<file path="src/hdl/kdlp_pkg.sv">
// ----------------------------------------------------------------------------
// kdlp_pkg
// Shared types and constants for the keypad debounce and long-press block.
// ----------------------------------------------------------------------------
package kdlp_pkg;

	// Key codes and field widths.
	localparam int unsigned CODE_W      = 5;
	localparam int unsigned MATRIX_W    = 16;
	localparam int unsigned THRESH_W    = 8;
	localparam int unsigned CFG_DATA_W  = 8;
	localparam int unsigned CFG_INDEX_W = 2;

	localparam logic [CODE_W-1:0] NO_KEY = CODE_W'(10);

	// Configuration register indexes.
	localparam logic [CFG_INDEX_W-1:0] REG_LONG_PRESS_KEY  = 2'd0;
	localparam logic [CFG_INDEX_W-1:0] REG_LONG_PRESS_CODE = 2'd1;
	localparam logic [CFG_INDEX_W-1:0] REG_HOLD_THRESHOLD  = 2'd2;

	// Reset values of the configuration registers.
	localparam logic [CODE_W-1:0]   RST_LONG_PRESS_KEY  = CODE_W'(8);
	localparam logic [CODE_W-1:0]   RST_LONG_PRESS_CODE = CODE_W'(17);
	localparam logic [THRESH_W-1:0] RST_HOLD_THRESHOLD  = THRESH_W'(100);

	// Code for each matrix position; positions without a code are flagged.
	typedef struct packed {
		logic              mapped;
		logic [CODE_W-1:0] code;
	} kdlp_key_entry_t;

	localparam kdlp_key_entry_t KEY_MAP [MATRIX_W] = '{
		'{1'b1, 5'd0},  '{1'b1, 5'd1},  '{1'b1, 5'd2},  '{1'b1, 5'd3},
		'{1'b1, 5'd4},  '{1'b1, 5'd5},  '{1'b1, 5'd6},  '{1'b1, 5'd7},
		'{1'b1, 5'd8},  '{1'b1, 5'd9},  '{1'b0, 5'd0},  '{1'b0, 5'd0},
		'{1'b0, 5'd0},  '{1'b1, 5'd11}, '{1'b1, 5'd12}, '{1'b1, 5'd16}
	};

	// Debounce state machine.
	typedef enum logic [2:0] {
		ST_IDLE      = 3'd0,
		ST_CONFIRM   = 3'd1,
		ST_WAIT_REL  = 3'd2,
		ST_HOLD      = 3'd3,
		ST_WAIT_LONG = 3'd4
	} kdlp_state_t;

	// Configuration seen by the state machine.
	typedef struct packed {
		logic [CODE_W-1:0]   long_press_key;
		logic [CODE_W-1:0]   long_press_code;
		logic [THRESH_W-1:0] hold_threshold;
	} kdlp_cfg_t;

	// Result of one scan tick.
	typedef struct packed {
		logic [CODE_W-1:0] code;
		logic              written;
	} kdlp_res_t;

endpackage

</file>
<file path="src/hdl/kdlp_decode.sv">
// ----------------------------------------------------------------------------
// kdlp_decode
// Turns the sensed key matrix into one key code; the last mapped pressed
// position in scan order wins.
// ----------------------------------------------------------------------------
module kdlp_decode import kdlp_pkg::*; (
	input  logic [MATRIX_W-1:0] matrix,
	output logic [CODE_W-1:0]   key
);

	// Scan all positions; a later pressed and mapped position overrides.
	always_comb begin
		key = NO_KEY;
		for (int i = 0; i < MATRIX_W; i++) begin
			if (matrix[i] && KEY_MAP[i].mapped) begin
				key = KEY_MAP[i].code;
			end
		end
	end

endmodule

</file>
<file path="src/hdl/kdlp_fsm.sv">
// ----------------------------------------------------------------------------
// kdlp_fsm
// Debounce and long-press state machine with the saved key, hold counter
// and code register.
// ----------------------------------------------------------------------------
module kdlp_fsm import kdlp_pkg::*; #(
	parameter int unsigned COUNT_WIDTH = 8
) (
	input  logic              clk,
	input  logic              arst_n,
	input  logic              advance,
	input  logic [CODE_W-1:0] key,
	input  kdlp_cfg_t         cfg,
	output kdlp_res_t         res,
	output logic [CODE_W-1:0] code_now
);

	localparam int unsigned CMP_W = (COUNT_WIDTH > THRESH_W) ? COUNT_WIDTH : THRESH_W;
	localparam logic [COUNT_WIDTH-1:0] CNT_MAX = {COUNT_WIDTH{1'b1}};

	kdlp_state_t            state_q, state_d;
	logic [CODE_W-1:0]      saved_key_q, saved_key_d;
	logic [COUNT_WIDTH-1:0] hold_count_q, hold_count_d;
	logic [CODE_W-1:0]      code_q, code_d;
	logic                   wrote;
	logic                   pressed;
	logic                   reached;

	assign pressed = (key != NO_KEY);

	// Saturating increment or clear of the hold counter, and threshold compare.
	always_comb begin
		hold_count_d = hold_count_q;
		if (state_q == ST_HOLD && pressed && hold_count_q != CNT_MAX) begin
			hold_count_d = hold_count_q + COUNT_WIDTH'(1);
		end
		if (state_q == ST_CONFIRM && pressed && key == cfg.long_press_key) begin
			hold_count_d = '0;
		end
		reached = (CMP_W'(hold_count_d) >= CMP_W'(cfg.hold_threshold));
	end

	// Next state and code register update.
	always_comb begin
		state_d     = state_q;
		saved_key_d = saved_key_q;
		code_d      = code_q;
		wrote       = 1'b0;
		case (state_q)
			ST_IDLE: begin
				if (pressed) begin
					state_d = ST_CONFIRM;
				end
			end
			ST_CONFIRM: begin
				if (pressed) begin
					saved_key_d = key;
					if (key == cfg.long_press_key) begin
						state_d = ST_HOLD;
					end else begin
						code_d  = key;
						wrote   = 1'b1;
						state_d = ST_WAIT_REL;
					end
				end else begin
					state_d = ST_IDLE;
				end
			end
			ST_WAIT_REL, ST_WAIT_LONG: begin
				if (!pressed) begin
					state_d = ST_IDLE;
				end
			end
			ST_HOLD: begin
				if (pressed) begin
					if (reached) begin
						code_d  = cfg.long_press_code;
						wrote   = 1'b1;
						state_d = ST_WAIT_LONG;
					end
				end else begin
					code_d  = saved_key_q;
					wrote   = 1'b1;
					state_d = ST_IDLE;
				end
			end
			default: begin
				state_d = ST_IDLE;
			end
		endcase
	end

	// State registers move only when an item passes to the result register.
	always_ff @(posedge clk or negedge arst_n) begin
		if (!arst_n) begin
			state_q      <= ST_IDLE;
			saved_key_q  <= '0;
			hold_count_q <= '0;
			code_q       <= NO_KEY;
		end else if (advance) begin
			state_q      <= state_d;
			saved_key_q  <= saved_key_d;
			hold_count_q <= hold_count_d;
			code_q       <= code_d;
		end
	end

	assign res.code    = code_d;
	assign res.written = wrote;
	assign code_now    = code_q;

endmodule

</file>
<file path="src/hdl/keypad_debounce_long_press.sv">
// ----------------------------------------------------------------------------
// keypad_debounce_long_press
// Scan-tick keypad decoder with two-tick debounce and long-press detection.
//
//   Channel  Direction  Handshake            Payload
//   in       input      in_valid / in_stall  key_matrix
//   out      output     out_valid/out_stall  latched_code, code_written
//   cfg      input      cfg_wr_en            cfg_index, cfg_data
//
// Each item passes through the input register and then the result
// register; one item is taken every cycle while the output is not stalled.
// The rate is set by the state update between the two registers.
// Reset clears the handshake and the state machine and loads the configuration defaults.
// A stalled result holds the input register; in_stall rises only when the
// input register is full and cannot move on.
// ----------------------------------------------------------------------------
module keypad_debounce_long_press import kdlp_pkg::*; #(
	parameter int unsigned COUNT_WIDTH = 8
) (
	input  logic                   clk,
	input  logic                   arst_n,
	input  logic                   in_valid,
	output logic                   in_stall,
	input  logic [MATRIX_W-1:0]    key_matrix,
	output logic                   out_valid,
	input  logic                   out_stall,
	output logic [CODE_W-1:0]      latched_code,
	output logic                   code_written,
	input  logic                   cfg_wr_en,
	input  logic [CFG_INDEX_W-1:0] cfg_index,
	input  logic [CFG_DATA_W-1:0]  cfg_data
);

	logic                valid_s1;
	logic [MATRIX_W-1:0] matrix_s1;
	logic                valid_s2;
	logic [CODE_W-1:0]   code_s2;
	logic                written_s2;
	logic                advance;
	logic [CODE_W-1:0]   key;
	logic [CODE_W-1:0]   code_now;
	kdlp_cfg_t           cfg_q;
	kdlp_res_t           res;

	// Configuration registers.
	always_ff @(posedge clk or negedge arst_n) begin
		if (!arst_n) begin
			cfg_q.long_press_key  <= RST_LONG_PRESS_KEY;
			cfg_q.long_press_code <= RST_LONG_PRESS_CODE;
			cfg_q.hold_threshold  <= RST_HOLD_THRESHOLD;
		end else if (cfg_wr_en) begin
			case (cfg_index)
				REG_LONG_PRESS_KEY:  cfg_q.long_press_key  <= cfg_data[CODE_W-1:0];
				REG_LONG_PRESS_CODE: cfg_q.long_press_code <= cfg_data[CODE_W-1:0];
				REG_HOLD_THRESHOLD:  cfg_q.hold_threshold  <= cfg_data[THRESH_W-1:0];
				default: begin
				end
			endcase
		end
	end

	// An item moves on when the result register is empty or being taken.
	assign advance  = valid_s1 && (!valid_s2 || !out_stall);
	assign in_stall = valid_s1 && !advance;

	// Input register.
	always_ff @(posedge clk or negedge arst_n) begin
		if (!arst_n) begin
			valid_s1 <= 1'b0;
		end else if (!in_stall) begin
			valid_s1 <= in_valid;
		end
	end

	always_ff @(posedge clk) begin
		if (!in_stall && in_valid) begin
			matrix_s1 <= key_matrix;
		end
	end

	kdlp_decode u_decode (
		.matrix (matrix_s1),
		.key    (key)
	);

	kdlp_fsm #(
		.COUNT_WIDTH (COUNT_WIDTH)
	) u_fsm (
		.clk      (clk),
		.arst_n   (arst_n),
		.advance  (advance),
		.key      (key),
		.cfg      (cfg_q),
		.res      (res),
		.code_now (code_now)
	);

	// Result register.
	always_ff @(posedge clk or negedge arst_n) begin
		if (!arst_n) begin
			valid_s2 <= 1'b0;
		end else if (!valid_s2 || !out_stall) begin
			valid_s2 <= valid_s1;
		end
	end

	always_ff @(posedge clk) begin
		if (advance) begin
			code_s2    <= res.code;
			written_s2 <= res.written;
		end
	end

	assign out_valid    = valid_s2;
	assign latched_code = code_s2;
	assign code_written = written_s2;

	// The input side is held back only by a full, blocked input register.
	a_stall_needs_item: assert property (@(posedge clk) disable iff (!arst_n)
		in_stall |-> valid_s1 && valid_s2 && out_stall)
		else $error("input stalled without a blocked item");

	// A shown result always matches the code register it was taken from.
	a_result_matches_code: assert property (@(posedge clk) disable iff (!arst_n)
		out_valid |-> latched_code == code_now)
		else $error("result code differs from code register");

	// The code register changes only when an item passes through.
	a_code_moves_with_item: assert property (@(posedge clk) disable iff (!arst_n)
		!advance |=> $stable(code_now))
		else $error("code register changed without an item");

	// A write of the code is always carried into the result register.
	a_written_has_item: assert property (@(posedge clk) disable iff (!arst_n)
		advance && res.written |=> out_valid && code_written)
		else $error("code write lost on the way to the result register");

endmodule

</file>
<file path="config.mk">
export PLATFORM = sky130hd
export DESIGN_NAME = keypad_debounce_long_press
export DESIGN_NICKNAME = d
export VERILOG_FILES = /design/src/hdl/kdlp_pkg.sv /design/src/hdl/kdlp_decode.sv /design/src/hdl/kdlp_fsm.sv /design/src/hdl/keypad_debounce_long_press.sv
export SDC_FILE = /design/constraint.sdc
export NUM_CORES = 1
export LEC_CHECK = 0
export BUFFER_PORTS_ARGS = -buffer_cell sky130_fd_sc_hd__buf_2
export CORE_ASPECT_RATIO = 1.4
export CORE_MARGIN = 1.5
export CORE_UTILIZATION = 55
export CTS_BUF_LIST = sky130_fd_sc_hd__clkbuf_8
export CTS_CLUSTER_SIZE = 16
export DETAILED_ROUTE_END_ITERATION = 8
export GPL_TIMING_DRIVEN = 0
export PLACE_DENSITY = 0.79
export RECOVER_POWER = 25
export SYNTH_ARGS = -nofsm -noshare
export SYNTH_HDL_FRONTEND = slang
export SYNTH_SLANG_ARGS = --single-unit
</file>
<file path="constraint.sdc">
create_clock -name clk -period 4.3 [get_ports clk]
set_clock_uncertainty 0.05 [all_clocks]
set_input_delay 0.43 -clock clk [delete_from_list [all_inputs] [get_ports clk]]
set_output_delay 0.43 -clock clk [all_outputs]
set_load 0.01 [all_outputs]
</file>
==> run metrics, run 1 <==
Post-Syn Instances 338; Worst-path clk slew 70 ps; CTS Root Cell clkbuf_8; count of different cell masters after synthesis 66; CTS max path bufs 2; RSZ-0062 raised after global routing true; wire per inst 17.46 um; H-tree depth 3; initial antenna violation count 0; All-Layer GR Usage 0.2517; YS warnings 0; cells along the critical path or4_4 > o21ai_4 > mux2_4 > or4_4 > nor4b_4 > buf_6 > nor2_4 > ha_4 > a21o_4 > buf_6 > a211oi_2 > o21ai_2 > a21oi_4 > a211oi_2 > o41a_1 > o21ai_1; CTS buffer count 9; Min-Delay Path Class in2reg; DIE AREA 6749 um2; Seq cells post-synth 60; grt ovf 0; Critical Path Start Type register; crit end category register; CP max stage delay 580 ps; critical path's slowest cell or4_4; placed insts 443; most frequent cells in the layout buf_2, dfrtp_1, nor2_1; final slew viol count 42; Initial Utilization 0.5789; syn nets 378; total power 2.307 mW; Data arrival, critical path 4690 ps; NumNets Final 442; Area after DPL 3729 um2; worst-skew pair later-pin latency 350 ps; Async SR Flop Fraction 0.6833; Syn Area/Cell 10.18 um2; Die H 96.61 um; Final Wtd Congestion 0.9499; post-route DRC violation count 0; initial DRC count 302; first-pass GRT wire length 13460 um; DRT Pass-1 Iters 5; post-synthesis cell area 3442 um2; worst setup path category reg2reg; Total Wirelength 8330 um; slew margin rel. -0.4577; outcome complete, but fails checks; CORE AREA 5946 um2; fraction of layout cells with a size suffix above 1 0.3464; CP max FO 6; Setup WS post-layout -165.0 ps; post-route cell area 4314 um2; post-synth top area cell dfrtp_1; Fillers 435; Die Wd 69.86 um; # clock sinks 60; Worst EP required 4520 ps; Vias 2951; Max-cap violations 1; # port buffers 35; hpwl dp 5615 um; worst reg-to-reg path cell count 16; period utilization 1.038; maximum vdd drop 310.9 uV; Hold Fails Final Rpt 0; Synth top area share 0.2399; row count 33; Detail Route Antenna Nets 0; hold depth 1; largest net degree at the start of global routing 42; ANT cells 0; most area-consuming cells after synthesis dfrtp_1, edfxtp_1, mux2_2; Finished Layout Cells 477; PD cells 534.8 nW/um2; # IOs 39; sequential area share after synthesis 0.4667; commonest non-fill, non-tap cell in the layout buf_2; fin util 0.7256; actual slew at the worst max-slew pin 2187 ps; EDFF count, synth 19; CTS tree done; Most used DFF post-synth dfrtp_1; violated checks capacitance limit, slew limit, setup timing; crit path time final 4465 ps; maximum clock rate 0.2240 GHz; Lkg Pwr 1.750 nW; pre-CTS worst setup slack -454.5 ps; routed vias/inst 6.187; vias in the first global route 2944; Area Overhead vs Synth 25.34%; final setup violation count 13
-- final cells by class --
| cell class | instances | area (um2) | share of cell area |
|---|---|---|---|
| multi-input cells | 248 | 1951 | 0.4521 |
| flip-flops and latches | 60 | 1607 | 0.3724 |
| inverters | 20 | 75.07 | 0.01740 |
| well taps | 70 | 87.58 | 0.02030 |
| clock buffers | 10 | 137.6 | 0.03190 |
| plain buffers | 10 | 53.80 | 0.01247 |
| clock inverters | 6 | 80.08 | 0.01856 |
| repair buffers | 53 | 322.8 | 0.07483 |
-- final timing paths --
path                                        start                            end  slack, ps
min in group asynchronous                  arst_n          cfg_q[17]$_DFFE_PN0P_        670
max in group asynchronous                  arst_n   u_fsm.state_q[2]$_DFFE_PN0P_       2270
max                        matrix_s1[1]$_DFFE_PP_  u_fsm.code_now[1]$_DFFE_PN1P_       -170
max reg2reg                matrix_s1[1]$_DFFE_PP_  u_fsm.code_now[1]$_DFFE_PN1P_       -170
min                                 key_matrix[9]         matrix_s1[9]$_DFFE_PP_        200
min reg2reg                  valid_s1$_DFFE_PN0N_          out_valid$_DFFE_PN0N_        460
-- power by group --
group          internal [mW]  leakage [nW]  switching [mW]  total, mW
Clock                  0.337         0.115           0.224      0.561
Combinational          0.420         0.971           0.486      0.905
Sequential             0.743         0.665          0.0986      0.841
-- repair_timing --
action	4_1_cts	5_1_grt
hold buffers	0	0
resized for setup	19	28
setup buffers	12	6
setup endpoints to repair	14	14
pin swaps	22	24
-- worst max-delay path: cells and delay by family (launching register included) --
family                   cells  cell delay (ps)
AO/OA/AOI/OAI                8             1640
flip-flops                   1              390
adder cells (fa/ha/maj)      1              240
AND/OR/NAND/NOR              4             1490
buffers and inverters        2              290
multiplexers                 1              310
-- cells by family (layout without fill, tap and decap cells) --
logic type	after synthesis	count (layout)	share of synthesized area
AO/OA/AOI/OAI	87	87	0.1818
multiplexers	25	25	0.08143
AND/OR/NAND/NOR	121	121	0.1847
XOR/XNOR	6	6	0.01527
adder cells (fa/ha/maj)	9	9	0.03272
buffers and inverters	30	99	0.03744
flip-flops	60	60	0.4667
-- flip-flops by register name, indices dropped and copies added, names as in the netlist --
signal              cells
u_fsm.code_now          5
u_fsm.state_q           3
cfg_q                  18
valid_s1                1
out_valid               1
u_fsm.saved_key_q       5
u_fsm.hold_count_q      8
latched_code            5
matrix_s1              13
code_written            1
-- synthesized netlist by cell type (2+ instances only) --
cell type / number
a211oi_1: 10
a22o_1: 5
nand2_1: 28
a21oi_1: 11
mux2_2: 20
nor2_1: 36
mux2i_1: 4
a311oi_1: 2
nor3_1: 10
and3_1: 3
nor2b_1: 3
o21a_1: 3
a211o_1: 2
ha_1: 9
or2_2: 4
dfstp_2: 8
buf_6: 2
xor2_1: 2
inv_1: 20
or4_1: 2
edfxtp_1: 19
dfrtp_1: 33
or3_1: 2
o211ai_1: 4
xnor2_1: 4
or4_4: 2
o2bb2ai_1: 3
o21ai_0: 15
nand4_1: 2
o311ai_0: 3
o2111ai_1: 2
a2111oi_0: 3
o31ai_1: 2
a31oi_1: 3
o21ai_1: 3
o22a_1: 3
nand3b_1: 3
a21o_1: 2
nand2b_1: 9
clkbuf_1: 7
nand3_1: 5
-- metal layers --
layer  part of all wire  global-route usage  wire length (um)  up-vias
met5                  0                   0                 0        -
met3              0.050             0.05833               413       29
met4              0.036              0.1391               303        0
li1                   -                   -                 -     1391
met2               0.52              0.4330              4352      125
met1               0.39              0.2832              3260     1406
-- metrics by stage --
step                      TNS (ps)  hold WS [ps]
after global routing         -3578         192.7
after detailed placement     -4630         441.5
after floorplan                  0         84.41
after CTS                   -590.8         189.2
after global placement       -4563         429.3
final                        -1411         204.1
No activity file was read; power rests on OpenSTA's default activity.
==> run 2, diff against run 1 <==
TNS_END_PERCENT = 5   (was default)
==> run metrics, run 2 (synthesized netlist as in run 1, its figures left out) <==
Regs by FF count cfg_q x18, matrix_s1 x13, u_fsm.hold_count_q x8 (unchanged); commonest non-fill, non-tap cell in the layout buf_2 (unchanged); grt ovf 0 (unchanged); routed vias/inst 6.234 (was 6.187); NumNets Final 440 (was 442); post-route DRC violation count 0 (unchanged); Seq pwr share 0.387 (was 0.365); Critical Path Start Type register (unchanged); CTS buffer count 9 (unchanged); Hold Slack 208.5 ps (was 204.1 ps); row count 33 (unchanged); DRT Pass-1 Iters 5 (unchanged); CTS Root Cell clkbuf_8 (unchanged); Die H 96.61 um (unchanged); CP max stage delay 570 ps (was 580 ps); Crit path top cell by count or4_4; maximum vdd drop 285.6 uV (was 310.9 uV); P_int 1.423 mW (was 1.499 mW); Setup WS post-layout -143.4 ps (was -165.0 ps); vias in the first global route 2860 (was 2944); switch share 0.3422 (was 0.3503); Worst-path clk slew 60 ps (was 70 ps); Gate power share 0.354 (was 0.392); worst setup path category reg2reg (unchanged); critical path's slowest cell or4_4 (unchanged); H-tree depth 3 (unchanged); cells along the critical path or4_4 > o21ai_4 > mux2_4 > or4_4 > nor4b_4 > buf_6 > nor2_1 > ha_1 > o2111ai_1 > o21ai_1 > a21oi_4 > buf_4 > a211o_1 > nand3_1 > o221ai_2 (was or4_4 > o21ai_4 > mux2_4 > or4_4 > nor4b_4 > buf_6 > nor2_4 > ha_4 > a21o_4 > buf_6 > a211oi_2 > o21ai_2 > a21oi_4 > a211oi_2 > o41a_1 > o21ai_1); CTS max path bufs 2 (unchanged); most frequent cells in the layout buf_2, dfrtp_1, nor2_1 (unchanged); P_sw 0.7402 mW (was 0.8082 mW); Initial Utilization 0.5789 (unchanged); wire per inst 16.76 um (was 17.46 um); Lkg Pwr 1.728 nW (was 1.750 nW); All-Layer GR Usage 0.2489 (was 0.2517); # IOs 39 (unchanged); final setup violation count 10 (was 13); DIE AREA 6749 um2 (unchanged); # clock sinks 60 (unchanged); hold depth 1 (unchanged); most flop-heavy register cfg_q (unchanged); Detail Route Antenna Nets 0 (unchanged); Min-Delay Path Class in2reg (unchanged); RSZ-0062 raised after global routing true (unchanged); # port buffers 35 (unchanged); maximum clock rate 0.2251 GHz (was 0.2240 GHz); violated checks capacitance limit, slew limit, setup timing (unchanged); Vias 2961 (was 2951); crit end category register (unchanged); final slew viol count 42 (unchanged); Die Wd 69.86 um (unchanged); r2r startpoint matrix_s1[1]$_DFFE_PP_ (unchanged); first-pass GRT wire length 13190 um (was 13460 um); Largest register FFs 18 (unchanged); Crit. Startpoint matrix_s1[1]$_DFFE_PP_ (unchanged); ANT cells 0 (unchanged); clock share of power 0.260 (was 0.243); initial DRC count 310 (was 302); CP max FO 7 (was 6); Fillers 448 (was 435); slew margin rel. -0.4801 (was -0.4577); Total Wirelength 7962 um (was 8330 um); largest net degree at the start of global routing 42 (unchanged); Data arrival, critical path 4470 ps (was 4690 ps); Area Overhead vs Synth 21.52% (was 25.34%); period utilization 1.033 (was 1.038); Worst EP required 4320 ps (was 4520 ps); initial antenna violation count 0 (unchanged); worst reg-to-reg path cell count 15 (was 16); CORE AREA 5946 um2 (unchanged); crit path time final 4443 ps (was 4465 ps); Max-cap violations 1 (unchanged); hold buffers post-CTS 0 (unchanged); Final Wtd Congestion 0.9441 (was 0.9499); pre-CTS worst setup slack -515.6 ps (was -454.5 ps); hpwl dp 5468 um (was 5615 um); PD cells 517.1 nW/um2 (was 534.8 nW/um2); actual slew at the worst max-slew pin 2220 ps (was 2187 ps); worst-skew pair later-pin latency 350 ps (about the same); fraction of layout cells with a size suffix above 1 0.3111 (was 0.3464); Hold Crit Start key_matrix[14] (was key_matrix[9]); outcome complete, but fails checks (unchanged); Hold Fails Final Rpt 0 (unchanged); CTS tree done (unchanged)
==> run 2: changes by cell type in the layout (fill, tap and decap cells not counted), sizes merged <==
cell / change
clkinv: +2
buf: -2
clkinvlp: -1
inv: -1
==> run 2: worst max-delay path, delay by kind of cell (launching register included) <==
family | cells | cell delay, ps
AND/OR/NAND/NOR | 5 | 1570
AO/OA/AOI/OAI | 6 | 1160
flip-flops | 1 | 390
adder cells (fa/ha/maj) | 1 | 360
buffers and inverters | 2 | 330
multiplexers | 1 | 310
==> run 2: power by group through the flow <==
stage / Sequential (mW) / Combinational [mW] / Clock [mW]
finish: 0.837 / 0.765 / 0.561
detailed placement: 0.842 / 0.654 / 0
floorplan: 0.828 / 0.492 / 0
global placement: 0.838 / 0.632 / 0
global route: 0.851 / 0.842 / 0.599
CTS: 0.832 / 0.726 / 0.566
==> run 2: final timing paths <==
| check | endpoint | slack, ps |
|---|---|---|
| max | latched_code[4]$_DFFE_PP_ | -140 |
| max in group asynchronous | u_fsm.saved_key_q[0]$_DFFE_PN0P_ | 2240 |
| min reg2reg | u_fsm.saved_key_q[1]$_DFFE_PN0P_ | 460 |
| min in group asynchronous | cfg_q[7]$_DFFE_PN0P_ | 670 |
| max reg2reg | latched_code[4]$_DFFE_PP_ | -140 |
| min | matrix_s1[14]$_DFFE_PP_ | 210 |
==> run 2: through the flow <==
stage               setup TNS, ps    util  total power [mW]  instances  instance area (um2)
floorplan                  -14.66       -             1.319        338                 3461
global placement            -4859  0.6263             1.469        443                 3724
detailed placement          -5197  0.6263             1.496        443                 3724
CTS                        -191.6  0.6915             2.124        473                 4111
global route                -3219  0.7035             2.292        475                 4183
finish                      -1017  0.7035             2.163        475                 4183
==> run 2: repair_timing <==
action / 4_1_cts / 5_1_grt
setup endpoints to repair: 14 / 14
resized for setup: 11 / 13
cloned: 0 / 0
pin swaps: 13 / 13
buffers inserted: 14 / 2
==> run 2: metal layers <==
layer | vias to the layer above | global-route usage | wire length [um]
met2 | 128 | 0.4198 | 4046
met1 | 1420 | 0.2870 | 3182
met5 | - | 0 | 0
li1 | 1388 | - | -
met3 | 25 | 0.06979 | 425
met4 | 0 | 0.1228 | 308
==> run 2: final cells by class <==
cell class,count,area [um2],share of cell area
Sequential cell,60,1607,0.3841
Inverter,20,75.07,0.01795
Buffer,10,53.80,0.01286
Clock inverter,6,78.83,0.01885
Timing Repair Buffer,51,309.0,0.07389
Tap cell,70,87.58,0.02094
Multi-Input combinational cell,248,1834,0.4385
Clock buffer,10,137.6,0.03290
==> run 3, diff against run 2 <==
clock period = 3.6 ns   (was 4.3 ns; I/O delays follow)
==> run metrics, run 3 (synthesized netlist as in run 1, its figures left out) <==
outcome complete, but fails checks (unchanged); violated checks capacitance limit, slew limit, setup timing (unchanged); initial DRC count 269 (was 310); Worst EP required 3630 ps (was 4320 ps); RSZ-0062 raised after global routing true (unchanged); # port buffers 35 (unchanged); slew margin rel. -0.4583 (was -0.4801); wire per inst 17.29 um (was 16.76 um); commonest non-fill, non-tap cell in the layout buf_2 (unchanged); crit end category register (unchanged); Min-Delay Path Class in2reg (unchanged); Max-cap violations 1 (unchanged); maximum vdd drop 387.9 uV (was 285.6 uV); PD cells 619.5 nW/um2 (was 517.1 nW/um2); Detail Route Antenna Nets 0 (unchanged); All-Layer GR Usage 0.2582 (was 0.2489); CTS Root Cell clkbuf_8 (unchanged); CTS buffer count 9 (unchanged); R2R Path End latched_code[4]$_DFFE_PP_ (unchanged); Die H 96.61 um (unchanged); H-tree depth 3 (unchanged); Crit. Startpoint matrix_s1[1]$_DFFE_PP_ (unchanged); CTS tree done (unchanged); Lkg Pwr 1.736 nW (was 1.728 nW); vias in the first global route 3027 (was 2860); worst-skew pair later-pin latency 360 ps (was 350 ps); NumNets Final 442 (was 440); Finished Layout Cells 477 (was 475); CP max stage delay 570 ps (about the same); Final Wtd Congestion 0.9266 (was 0.9441); Data arrival, critical path 4640 ps (was 4470 ps); actual slew at the worst max-slew pin 2187 ps (was 2220 ps); Die Wd 69.86 um (unchanged); Vias 2984 (was 2961); hold buffers post-CTS 0 (unchanged); row count 33 (unchanged); # clock sinks 60 (unchanged); CTS max path bufs 2 (unchanged); period utilization 1.282 (was 1.033); cells along the critical path or4_4 > o21ai_4 > mux2_4 > or4_4 > nor4b_4 > buf_6 > buf_6 > nor2_4 > ha_2 > a21o_1 > a2111oi_2 > o21a_2 > nor2_2 > a211o_1 > nand3_1 > o221ai_2 (was or4_4 > o21ai_4 > mux2_4 > or4_4 > nor4b_4 > buf_6 > nor2_1 > ha_1 > o2111ai_1 > o21ai_1 > a21oi_4 > buf_4 > a211o_1 > nand3_1 > o221ai_2); critical path endpoint latched_code[4]$_DFFE_PP_ (unchanged); worst reg-to-reg path cell count 16 (was 15); Critical Path Start Type register (unchanged); maximum clock rate 0.2167 GHz (was 0.2251 GHz); post-route cell area 4198 um2 (was 4183 um2); grt ovf 0 (unchanged); # IOs 39 (unchanged); Area Overhead vs Synth 21.96% (was 21.52%); ANT cells 0 (unchanged); Regs by FF count cfg_q x18, matrix_s1 x13, u_fsm.hold_count_q x8 (unchanged); first-pass GRT wire length 13740 um (was 13190 um); CORE AREA 5946 um2 (unchanged); crit path time final 4614 ps (was 4443 ps); post-route DRC violation count 0 (unchanged); Fillers 436 (was 448); hpwl dp 5671 um (was 5468 um); final slew viol count 42 (unchanged); final setup violation count 14 (was 10); Initial Utilization 0.5789 (unchanged); critical path's slowest cell or4_4 (unchanged); Area after DPL 3731 um2 (was 3724 um2); Setup WS post-layout -1014 ps (was -143.4 ps); DRT Pass-1 Iters 7 (was 5); Hold Fails Final Rpt 0 (unchanged); CP max FO 8 (was 7); most frequent cells in the layout buf_2, dfrtp_1, nor2_1 (unchanged); routed vias/inst 6.256 (was 6.234); initial antenna violation count 0 (unchanged); fraction of layout cells with a size suffix above 1 0.3219 (was 0.3111); r2r startpoint matrix_s1[1]$_DFFE_PP_ (unchanged); Worst-path clk slew 70 ps (was 60 ps); Total Wirelength 8247 um (was 7962 um); placed insts 443 (unchanged); worst setup path category reg2reg (unchanged); Largest register FFs 18 (unchanged); most flop-heavy register cfg_q (unchanged); largest net degree at the start of global routing 42 (unchanged); DIE AREA 6749 um2 (unchanged); r2r setup slk -1010 ps (was -140 ps)
run 3: final cells by class:
class	instances	area, um2	area share
multi-input combinational	248	1843	0.4390
sequential	60	1607	0.3827
timing repair buffer	53	315.3	0.07511
clock buffer	10	137.6	0.03279
tap	70	87.58	0.02086
clock inverter	6	78.83	0.01878
inverter	20	75.07	0.01788
buffer	10	53.80	0.01282
run 3: critical path: cells and delay by family, from the launching register on:
family / cells / cell delay, ps
adder cells (fa/ha/maj): 1 / 180
buffers and inverters: 2 / 300
multiplexers: 1 / 310
AO/OA/AOI/OAI: 6 / 1480
flip-flops: 1 / 390
AND/OR/NAND/NOR: 6 / 1650
run 3: worst min path at each step:
| stage | end | slack [ps] | start | depth (start not counted) |
|---|---|---|---|---|
| floorplan | cfg_q[0]$_DFFE_PN0P_ | 10 | arst_n | 0 |
| global placement | out_valid$_DFFE_PN0N_ | 430 | valid_s1$_DFFE_PN0N_ | 1 |
| detailed placement | out_valid$_DFFE_PN0N_ | 440 | valid_s1$_DFFE_PN0N_ | 1 |
| CTS | cfg_q[7]$_DFFE_PN0P_ | 120 | arst_n | 1 |
| global route | matrix_s1[1]$_DFFE_PP_ | 120 | key_matrix[1] | 1 |
| finish | matrix_s1[13]$_DFFE_PP_ | 130 | key_matrix[13] | 1 |
run 3: report_power, final:
part / switching (mW) / internal, mW / leakage, nW
Sequential: 0.114 / 0.887 / 0.665
Combinational: 0.511 / 0.413 / 0.954
Clock: 0.273 / 0.402 / 0.117
run 3: what timing repair did:
action	CTS	global route
buffers inserted	9	9
resized for setup	10	17
setup endpoints to repair	14	14
pin swaps	14	17
run 3: metrics by stage:
step	total power, mW	setup TNS (ps)	setup slack [ps]	utilization	hold slack [ps]
after floorplan	1.588	-7901	-676.1	-	14.41
after global placement	1.769	-14500	-1148	0.6275	428.4
after detailed placement	1.800	-14830	-1162	0.6275	441.5
after CTS	2.510	-9409	-791.4	0.6818	124.7
after global routing	2.759	-14100	-1148	0.7060	124.3
final	2.600	-11850	-1014	0.7060	130.6
run 3: per-layer routing:
metal,GRT usage,vias up,wire [um]
li1,-,1392,-
met5,0,-,0
met1,0.2826,1454,3193
met2,0.4403,112,4300
met3,0.06042,26,351
met4,0.1672,0,401
